### config.mk
export PLATFORM = sky130hd
export DESIGN_NAME = round_robin_slice_scheduler_core
export DESIGN_NICKNAME = d
export VERILOG_FILES = /design/src/hw/rtl/rrss_pkg.sv /design/src/hw/rtl/rrss_ram.sv /design/src/hw/rtl/round_robin_slice_scheduler_core.sv
export SDC_FILE = /design/constraint.sdc
export NUM_CORES = 1
export LEC_CHECK = 0
export BUFFER_PORTS_ARGS = -buffer_cell sky130_fd_sc_hd__buf_2
export CAP_MARGIN = 5
export CORE_MARGIN = 3
export CORE_UTILIZATION = 55
export DETAILED_ROUTE_END_ITERATION = 10
export GPL_TIMING_DRIVEN = 0
export PLACE_DENSITY_LB_ADDON = 0.25
export RECOVER_POWER = 50
export SETUP_SLACK_MARGIN = 0.1
export SYNTH_ARGS = -nofsm -noshare
export SYNTH_HDL_FRONTEND = slang
export SYNTH_HIERARCHICAL = 1
export SYNTH_SLANG_ARGS = --single-unit
### constraint.sdc
create_clock -name clk_i -period 19.85 [get_ports clk_i]
set_input_delay 2.9775 -clock clk_i [delete_from_list [all_inputs] [get_ports clk_i]]
set_output_delay 2.9775 -clock clk_i [all_outputs]
set_load 0.02 [all_outputs]
### src/hw/rtl/rrss_pkg.sv
// Shared types and constants of the round-robin slice scheduler.
`default_nettype none

package rrss_pkg;

  localparam int unsigned FuncW    = 2;
  localparam int unsigned BurstW   = 16;
  localparam int unsigned QuantumW = 16;
  localparam int unsigned TimeW    = 24;
  localparam int unsigned JobNumW  = 5;

  localparam logic [TimeW-1:0]    TimeMax        = {TimeW{1'b1}};
  localparam logic [QuantumW-1:0] QuantumResetVal = QuantumW'(4);

  // Item function codes
  typedef enum logic [FuncW-1:0] {
    FUNC_LOAD    = 2'd0,
    FUNC_ADVANCE = 2'd1,
    FUNC_CLEAR   = 2'd2
  } rrss_func_e;

  // Sequencer states
  typedef enum logic [1:0] {
    ST_IDLE,
    ST_SCAN,
    ST_GRANT,
    ST_RESULT
  } rrss_state_e;

  typedef struct packed {
    logic [FuncW-1:0]  func;
    logic [BurstW-1:0] burst_time;
  } rrss_in_t;

  typedef struct packed {
    logic [JobNumW-1:0] job_number;
    logic [TimeW-1:0]   slice_end_time;
    logic               job_finished;
    logic [TimeW-1:0]   turnaround_time;
    logic [TimeW-1:0]   waiting_time;
    logic               all_done;
  } rrss_out_t;

endpackage

`default_nettype wire

### src/hw/rtl/rrss_ram.sv
// Generic single-write, single-read RAM with registered read data.
`default_nettype none

module rrss_ram #(
  parameter int unsigned WIDTH = 16,
  parameter int unsigned DEPTH = 16
) (
  input  wire logic                     clk_i,
  input  wire logic                     we_i,
  input  wire logic [$clog2(DEPTH)-1:0] waddr_i,
  input  wire logic [WIDTH-1:0]         wdata_i,
  input  wire logic                     re_i,
  input  wire logic [$clog2(DEPTH)-1:0] raddr_i,
  output      logic [WIDTH-1:0]         rdata_o
);

  logic [WIDTH-1:0] mem_q [DEPTH];

  // Write port
  always_ff @(posedge clk_i) begin
    if (we_i) begin
      mem_q[waddr_i] <= wdata_i;
    end
  end

  // Registered read port, holds its data while not enabled
  always_ff @(posedge clk_i) begin
    if (re_i) begin
      rdata_o <= mem_q[raddr_i];
    end
  end

endmodule

`default_nettype wire

### src/hw/rtl/round_robin_slice_scheduler_core.sv
// Round-robin time-slice scheduler: job tables in RAM, sequencer and result register.
// Load, clear and unused-code transactions give no result and do not stall the input.
// An advance scans the table from the scan position for the next entry with work left,
// grants it a slice in ST_GRANT and registers the result in ST_RESULT (all_done if none
// has work or the table is empty). Input stalls until then, longer while a result is stalled.
// Reset clears job count, scan position, clock and output valid, sets the quantum to 4.
`default_nettype none

module round_robin_slice_scheduler_core
  import rrss_pkg::*;
#(
  parameter int unsigned MAX_JOBS = 16
) (
  input  wire logic                clk_i,
  input  wire logic                rst_ni,
  input  wire logic                cfg_we_i,
  input  wire logic [QuantumW-1:0] cfg_wdata_i,
  input  wire logic                in_valid_i,
  output      logic                in_stall_o,
  input  wire rrss_in_t            in_data_i,
  output      logic                out_valid_o,
  input  wire logic                out_stall_i,
  output      rrss_out_t           out_data_o
);

  localparam int unsigned IdxW = $clog2(MAX_JOBS);
  localparam int unsigned CntW = $clog2(MAX_JOBS + 1);

  rrss_state_e state_q, state_d;

  logic [QuantumW-1:0] quantum_q;
  logic [CntW-1:0]     job_cnt_q;
  logic [IdxW-1:0]     scan_pos_q;
  logic [TimeW-1:0]    time_q;

  logic [IdxW-1:0]     addr_q;
  logic [CntW-1:0]     issued_q;
  logic                chk_valid_q;
  logic [IdxW-1:0]     chk_addr_q;
  logic                chk_last_q;

  logic                found_q;
  logic                fin_q;
  logic [IdxW-1:0]     idx_q;
  logic [BurstW-1:0]   rem_q;
  logic [BurstW-1:0]   burst_q;

  logic                out_valid_q;
  rrss_out_t           out_data_q;

  logic                in_acc;
  logic                is_load;
  logic                is_adv;
  logic                is_clear;
  logic                load_ok;
  logic                scan_issue;
  logic                found_hit;
  logic                out_load;
  logic                out_take;

  logic [BurstW-1:0]   rem_rdata;
  logic [BurstW-1:0]   burst_rdata;
  logic                rem_we;
  logic [IdxW-1:0]     rem_waddr;
  logic [BurstW-1:0]   rem_wdata;

  logic [IdxW-1:0]     start_pos;
  logic [IdxW-1:0]     addr_next;
  logic [IdxW-1:0]     scan_pos_next;
  logic [QuantumW-1:0] quantum_eff;
  logic [BurstW-1:0]   grant;
  logic [BurstW-1:0]   rem_new;
  logic [TimeW:0]      time_sum;
  logic [TimeW-1:0]    time_new;
  logic [TimeW-1:0]    wait_time;
  rrss_out_t           out_next;

  // Decode the incoming transaction
  assign in_stall_o = (state_q != ST_IDLE);
  assign in_acc     = in_valid_i && !in_stall_o;
  assign is_load    = in_acc && (in_data_i.func == FUNC_LOAD);
  assign is_adv     = in_acc && (in_data_i.func == FUNC_ADVANCE);
  assign is_clear   = in_acc && (in_data_i.func == FUNC_CLEAR);
  assign load_ok    = is_load && (job_cnt_q < CntW'(MAX_JOBS));
  assign out_take   = out_valid_q && !out_stall_i;

  // Wrap table positions at the job count
  assign start_pos     = (CntW'(scan_pos_q) >= job_cnt_q) ? '0 : scan_pos_q;
  assign addr_next     = ((CntW'(addr_q) + CntW'(1)) == job_cnt_q) ? '0
                                                                    : IdxW'(addr_q + 1'b1);
  assign scan_pos_next = ((CntW'(idx_q) + CntW'(1)) == job_cnt_q) ? '0
                                                                   : IdxW'(idx_q + 1'b1);

  // Grant arithmetic on the found entry
  assign quantum_eff = (quantum_q == '0) ? QuantumW'(1) : quantum_q;
  assign grant       = (rem_q > quantum_eff) ? quantum_eff : rem_q;
  assign rem_new     = rem_q - grant;
  assign time_sum    = {1'b0, time_q} + (TimeW + 1)'(grant);
  assign time_new    = time_sum[TimeW] ? TimeMax : time_sum[TimeW-1:0];

  // Next state and sequencer controls
  always_comb begin
    state_d    = state_q;
    scan_issue = 1'b0;
    found_hit  = 1'b0;
    out_load   = 1'b0;
    unique case (state_q)
      ST_IDLE: begin
        if (is_adv) begin
          state_d = (job_cnt_q == '0) ? ST_RESULT : ST_SCAN;
        end
      end
      ST_SCAN: begin
        scan_issue = (issued_q < job_cnt_q);
        if (chk_valid_q) begin
          if (rem_rdata != '0) begin
            found_hit = 1'b1;
            state_d   = ST_GRANT;
          end else if (chk_last_q) begin
            state_d = ST_RESULT;
          end
        end
      end
      ST_GRANT: begin
        state_d = ST_RESULT;
      end
      ST_RESULT: begin
        if (!out_valid_q || !out_stall_i) begin
          out_load = 1'b1;
          state_d  = ST_IDLE;
        end
      end
      default: begin
        state_d = ST_IDLE;
      end
    endcase
  end

  always_ff @(posedge clk_i or negedge rst_ni) begin
    if (!rst_ni) begin
      state_q <= ST_IDLE;
    end else begin
      state_q <= state_d;
    end
  end

  // Hold the quantum, job count, scan position and clock
  always_ff @(posedge clk_i or negedge rst_ni) begin
    if (!rst_ni) begin
      quantum_q  <= QuantumResetVal;
      job_cnt_q  <= '0;
      scan_pos_q <= '0;
      time_q     <= '0;
    end else begin
      if (cfg_we_i) begin
        quantum_q <= cfg_wdata_i;
      end
      if (is_clear) begin
        job_cnt_q  <= '0;
        scan_pos_q <= '0;
        time_q     <= '0;
      end else if (load_ok) begin
        job_cnt_q <= job_cnt_q + CntW'(1);
      end else if (state_q == ST_GRANT) begin
        time_q     <= time_new;
        scan_pos_q <= scan_pos_next;
      end
    end
  end

  // Scan pointer and read-check pipeline
  always_ff @(posedge clk_i or negedge rst_ni) begin
    if (!rst_ni) begin
      chk_valid_q <= 1'b0;
      found_q     <= 1'b0;
    end else begin
      chk_valid_q <= scan_issue;
      if (is_adv) begin
        found_q <= 1'b0;
      end else if (found_hit) begin
        found_q <= 1'b1;
      end
    end
  end

  always_ff @(posedge clk_i) begin
    if (is_adv) begin
      addr_q   <= start_pos;
      issued_q <= '0;
    end else if (scan_issue) begin
      addr_q   <= addr_next;
      issued_q <= issued_q + CntW'(1);
    end
    if (scan_issue) begin
      chk_addr_q <= addr_q;
      chk_last_q <= (issued_q == (job_cnt_q - CntW'(1)));
    end
    if (found_hit) begin
      idx_q   <= chk_addr_q;
      rem_q   <= rem_rdata;
      burst_q <= burst_rdata;
    end
    if (state_q == ST_GRANT) begin
      fin_q <= (rem_new == '0);
    end
  end

  // Remaining-work write: load fills a new entry, grant writes back the found one
  assign rem_we    = load_ok || (state_q == ST_GRANT);
  assign rem_waddr = load_ok ? job_cnt_q[IdxW-1:0] : idx_q;
  assign rem_wdata = load_ok ? in_data_i.burst_time : rem_new;

  rrss_ram #(
    .WIDTH (BurstW),
    .DEPTH (MAX_JOBS)
  ) u_rem_ram (
    .clk_i   (clk_i),
    .we_i    (rem_we),
    .waddr_i (rem_waddr),
    .wdata_i (rem_wdata),
    .re_i    (scan_issue),
    .raddr_i (addr_q),
    .rdata_o (rem_rdata)
  );

  rrss_ram #(
    .WIDTH (BurstW),
    .DEPTH (MAX_JOBS)
  ) u_burst_ram (
    .clk_i   (clk_i),
    .we_i    (load_ok),
    .waddr_i (job_cnt_q[IdxW-1:0]),
    .wdata_i (in_data_i.burst_time),
    .re_i    (scan_issue),
    .raddr_i (addr_q),
    .rdata_o (burst_rdata)
  );

  // Build the result transaction
  assign wait_time = (time_q >= TimeW'(burst_q)) ? (time_q - TimeW'(burst_q)) : '0;

  always_comb begin
    out_next                = '0;
    out_next.slice_end_time = time_q;
    if (found_q) begin
      out_next.job_number = JobNumW'(CntW'(idx_q) + CntW'(1));
      if (fin_q) begin
        out_next.job_finished    = 1'b1;
        out_next.turnaround_time = time_q;
        out_next.waiting_time    = wait_time;
      end
    end else begin
      out_next.all_done = 1'b1;
    end
  end

  // Output register: load on completion, drop once taken
  always_ff @(posedge clk_i or negedge rst_ni) begin
    if (!rst_ni) begin
      out_valid_q <= 1'b0;
    end else if (out_load) begin
      out_valid_q <= 1'b1;
    end else if (out_take) begin
      out_valid_q <= 1'b0;
    end
  end

  always_ff @(posedge clk_i) begin
    if (out_load) begin
      out_data_q <= out_next;
    end
  end

  assign out_valid_o = out_valid_q;
  assign out_data_o  = out_data_q;

  // Scan reads stay inside the loaded part of the table
  a_scan_in_table: assert property (@(posedge clk_i) disable iff (!rst_ni)
    scan_issue |-> (CntW'(addr_q) < job_cnt_q))
    else $error("scan read beyond job count");

  // A found entry always has work left
  a_grant_nonzero: assert property (@(posedge clk_i) disable iff (!rst_ni)
    (state_q == ST_GRANT) |-> (found_q && (rem_q != '0)))
    else $error("grant on an empty entry");

  // The job count never passes the table depth
  a_count_bound: assert property (@(posedge clk_i) disable iff (!rst_ni)
    job_cnt_q <= CntW'(MAX_JOBS))
    else $error("job count overflow");

  // A result is never loaded over one still waiting
  a_no_overwrite: assert property (@(posedge clk_i) disable iff (!rst_ni)
    out_load |-> (!out_valid_q || !out_stall_i))
    else $error("result register overwritten");

endmodule

`default_nettype wire
==> results_dict.tcl <==
set metrics [dict create \
    synth_area_leader_cell "edfxtp_1" \
    cts_sinks 728 \
    clk_path_buf_depth 3 \
    antenna_found_initial 4 \
    wl_met2_mm 34.1 \
    cp-end-kind "flop" \
    start_util_pct 56.0 \
    slew_headroom_pct -142 \
    final_nets 2274 \
    area.growth.synth_to_final_pct 14.1 \
    dr.pass1.iters 6 \
    top_layer_used "met5" \
    cts_resized 0 \
    hold_viol_final 0 \
    final_cell_mix "edfxtp_1, clkbuf_1, nand2_1" \
    stdcell_count 2952 \
    period_share_pct 39.7 \
    synth-xor-area-share_pct 1.63 \
    drcViolationCount 0 \
    critPathRequiredTime_ns 20.05 \
    cts_buffers 72 \
    yosysUniqueCellTypes 78 \
    hpwl_mm 50.0 \
    cap_violations 5 \
    cts_root_buffer "clkbuf_16" \
    drt_iter0_drc 1752 \
    drt_wl_total_mm 72.4 \
    crit_fanout 32 \
    ys_ff_latch 728 \
    slowest_delay_ns 2.62 \
    grt_pass1_vias 18100 \
    synth-async-reset-ratio_pct 7.42 \
    yosysTopAreaCellShare_pct 64.7 \
    grt_pass1_wl_mm 110 \
    fin_tns_setup_ns 0 \
    finalCriticalPeriod_ns 7.88 \
    slew_viol_final 164 \
    status "finished, violations left" \
    startpoint_type "input port" \
    dieArea_um2 59400 \
    synth_simple_gate_area_share_pct 6.63 \
    wl_met3_mm 6.17 \
    place_area_um2 33400 \
    path_cells "clkbuf_1 -> a21boi_0 -> clkbuf_1 -> clkbuf_1" \
    synthesis.nets 2036 \
    wl_met1_mm 29.2 \
    ant_nets 0 \
    drive_gt1_share_pct 15.1 \
    cts_max_level 3 \
    synth_top_family_by_area "multiplexers" \
    synth_edf_count 669 \
    hold_slack_ns 0.411 \
    wl_per_cell_um 24.5 \
    fillerInstances 3896 \
    syn_area_per_cell_um2 16.3 \
    synthAdderAreaFrac_pct 3.54 \
    synth_area_um2 31100 \
    tightest_slew_ns 3.59 \
    layout_commonest_cell "edfxtp_1" \
    synth.area.mux_share_pct 9.62 \
    yosysSeqAreaShare_pct 69.3 \
    post_cts_buffers 0 \
    clk_pin_slew_ns 0.06 \
    dr_total_vias 18100 \
    ctsHoldBuffers 0 \
    crit_type "input port to flop" \
    die_h_um 244 \
    violations "capacitance limit, slew limit" \
    track_usage_pct 24.7 \
    gp_congestion 0.906 \
    hp-class "flop to flop" \
    path_common_cell "clkbuf_1" \
    ys.flop_type "edfxtp_1" \
    finClkSkew_ns 0.0279 \
    yosysWarnings 6 \
    io_buffers 119 \
    fmax_mhz 127 \
    cts_tree "yes" \
    powerDensity_nw_per_um2 89.9 \
    avgViaCountPerCell 6.12 \
    netlist_instances 1911 \
    clkLatencyLatePin_ns 0.62 \
    synth_compound_area_share_pct 6.98 \
    rsz0062_at_grt "no" \
    slowest_stage "a21boi_0" \
    peakVddDrop_v 0.0000580 \
    core_um2 55500 \
    grt_start_max_net_pins 55 \
    core.rowCount 86 \
    die_w_um 244 \
    final_cell_area_um2 35400 \
    grt_overflow 0 \
    leakagePower_nw 12.7 \
    dp_cells 2819 \
    synthTopCellsByArea "edfxtp_1, mux4_2, dfrtp_1, ha_1, mux4_1" \
    critPathArrivalTime_ns 8.09 \
    io_pins 120 \
    setup_viol 0 \
]
-- worst paths after layout --
path                                                      to  slack [ns]                              from  depth (start not counted)
max reg2reg                u_rem_ram/mem_q[14][12]$_DFFE_PP_       13.65                rem_q[9]$_DFFE_PP_                         17
min in group asynchronous             time_q[14]$_DFFE_PN0P_        3.37                            rst_ni                          1
min                                     burst_q[6]$_DFFE_PP_        0.41  u_burst_ram/rdata_o[6]$_DFFE_PP_                          0
max in group asynchronous          quantum_q[13]$_DFFE_PN0P_       14.77                            rst_ni                          1
min reg2reg                             burst_q[6]$_DFFE_PP_        0.41  u_burst_ram/rdata_o[6]$_DFFE_PP_                          0
max                              out_data_o[7]$_SDFFCE_PN0P_       11.97                       out_stall_i                          4
-- metal layers --
| metal | vias up | global-route usage [%] |
|---|---|---|
| li1 | 7998 | - |
| met1 | 9076 | 33.8 |
| met2 | 831 | 39.2 |
| met3 | 146 | 4.83 |
| met4 | 2 | 10.3 |
| met5 | - | 0 |
-- Yosys cell counts, drive strengths merged (25+ instances only) --
cell,n
inv,83
mux4,128
dfrtp,53
edfxtp,669
buf,34
nor2,123
a22oi,64
and3,25
clkbuf,41
nand2,119
nor3,34
xnor2,34
ha,83
a21oi,54
a21o,39
o21ai,74
-- report_power, final --
| group | switching [mW] | internal [mW] |
|---|---|---|
| Sequential | 0.00178 | 1.70 |
| Clock | 0.564 | 0.791 |
| Combinational | 0.0931 | 0.0339 |
| Total | 0.659 | 2.53 |
-- stage by stage --
stage	power, mW	setup slack [ns]	util [%]
final	3.19	11.97	63.8
after global routing	3.28	11.29	63.8
after CTS	3.21	13.62	64.3
after floorplan	1.80	10.52	-
after global placement	1.85	8.54	58.7
after detailed placement	1.86	12.99	60.1
-- critical path: cells and delay by family --
family	cells	cell delay [ns]
buffers and inverters	3	2.45
AO/OA/AOI/OAI	1	2.62
-- state kept, by name, summed over array words and instances (netlist names) --
name / cells
addr_q: 4
burst_q: 16
chk_addr_q: 4
chk_last_q: 1
chk_valid_q: 1
fin_q: 1
found_q: 1
idx_q: 4
issued_q: 5
job_cnt_q: 5
out_data_o: 79
out_valid_o: 1
quantum_q: 16
rem_q: 16
scan_pos_q: 4
state_q: 2
time_q: 24
u_burst_ram/mem_q: 256
u_burst_ram/rdata_o: 16
u_rem_ram/mem_q: 256
u_rem_ram/rdata_o: 16
-- cell families after synthesis --
| logic type | Yosys count |
|---|---|
| AO/OA/AOI/OAI | 325 |
| buffers and inverters | 160 |
| multiplexers | 131 |
| adder cells (fa/ha/maj) | 86 |
| AND/OR/NAND/NOR | 423 |
| flip-flops | 728 |
| XOR/XNOR | 58 |
-- final cells by class --
class / instances / area (um^2) / area share (%)
clock inverter: 38 / 432 / 1.22
timing repair buffer: 164 / 1060 / 3.00
tap: 748 / 936 / 2.64
buffer: 75 / 355 / 1.00
sequential: 728 / 21500 / 60.8
multi-input combinational: 1023 / 8880 / 25.1
antenna: 2 / 5.00 / 0.0141
inverter: 85 / 319 / 0.900
clock buffer: 89 / 1910 / 5.38
(Power assumes the default switching activity.)
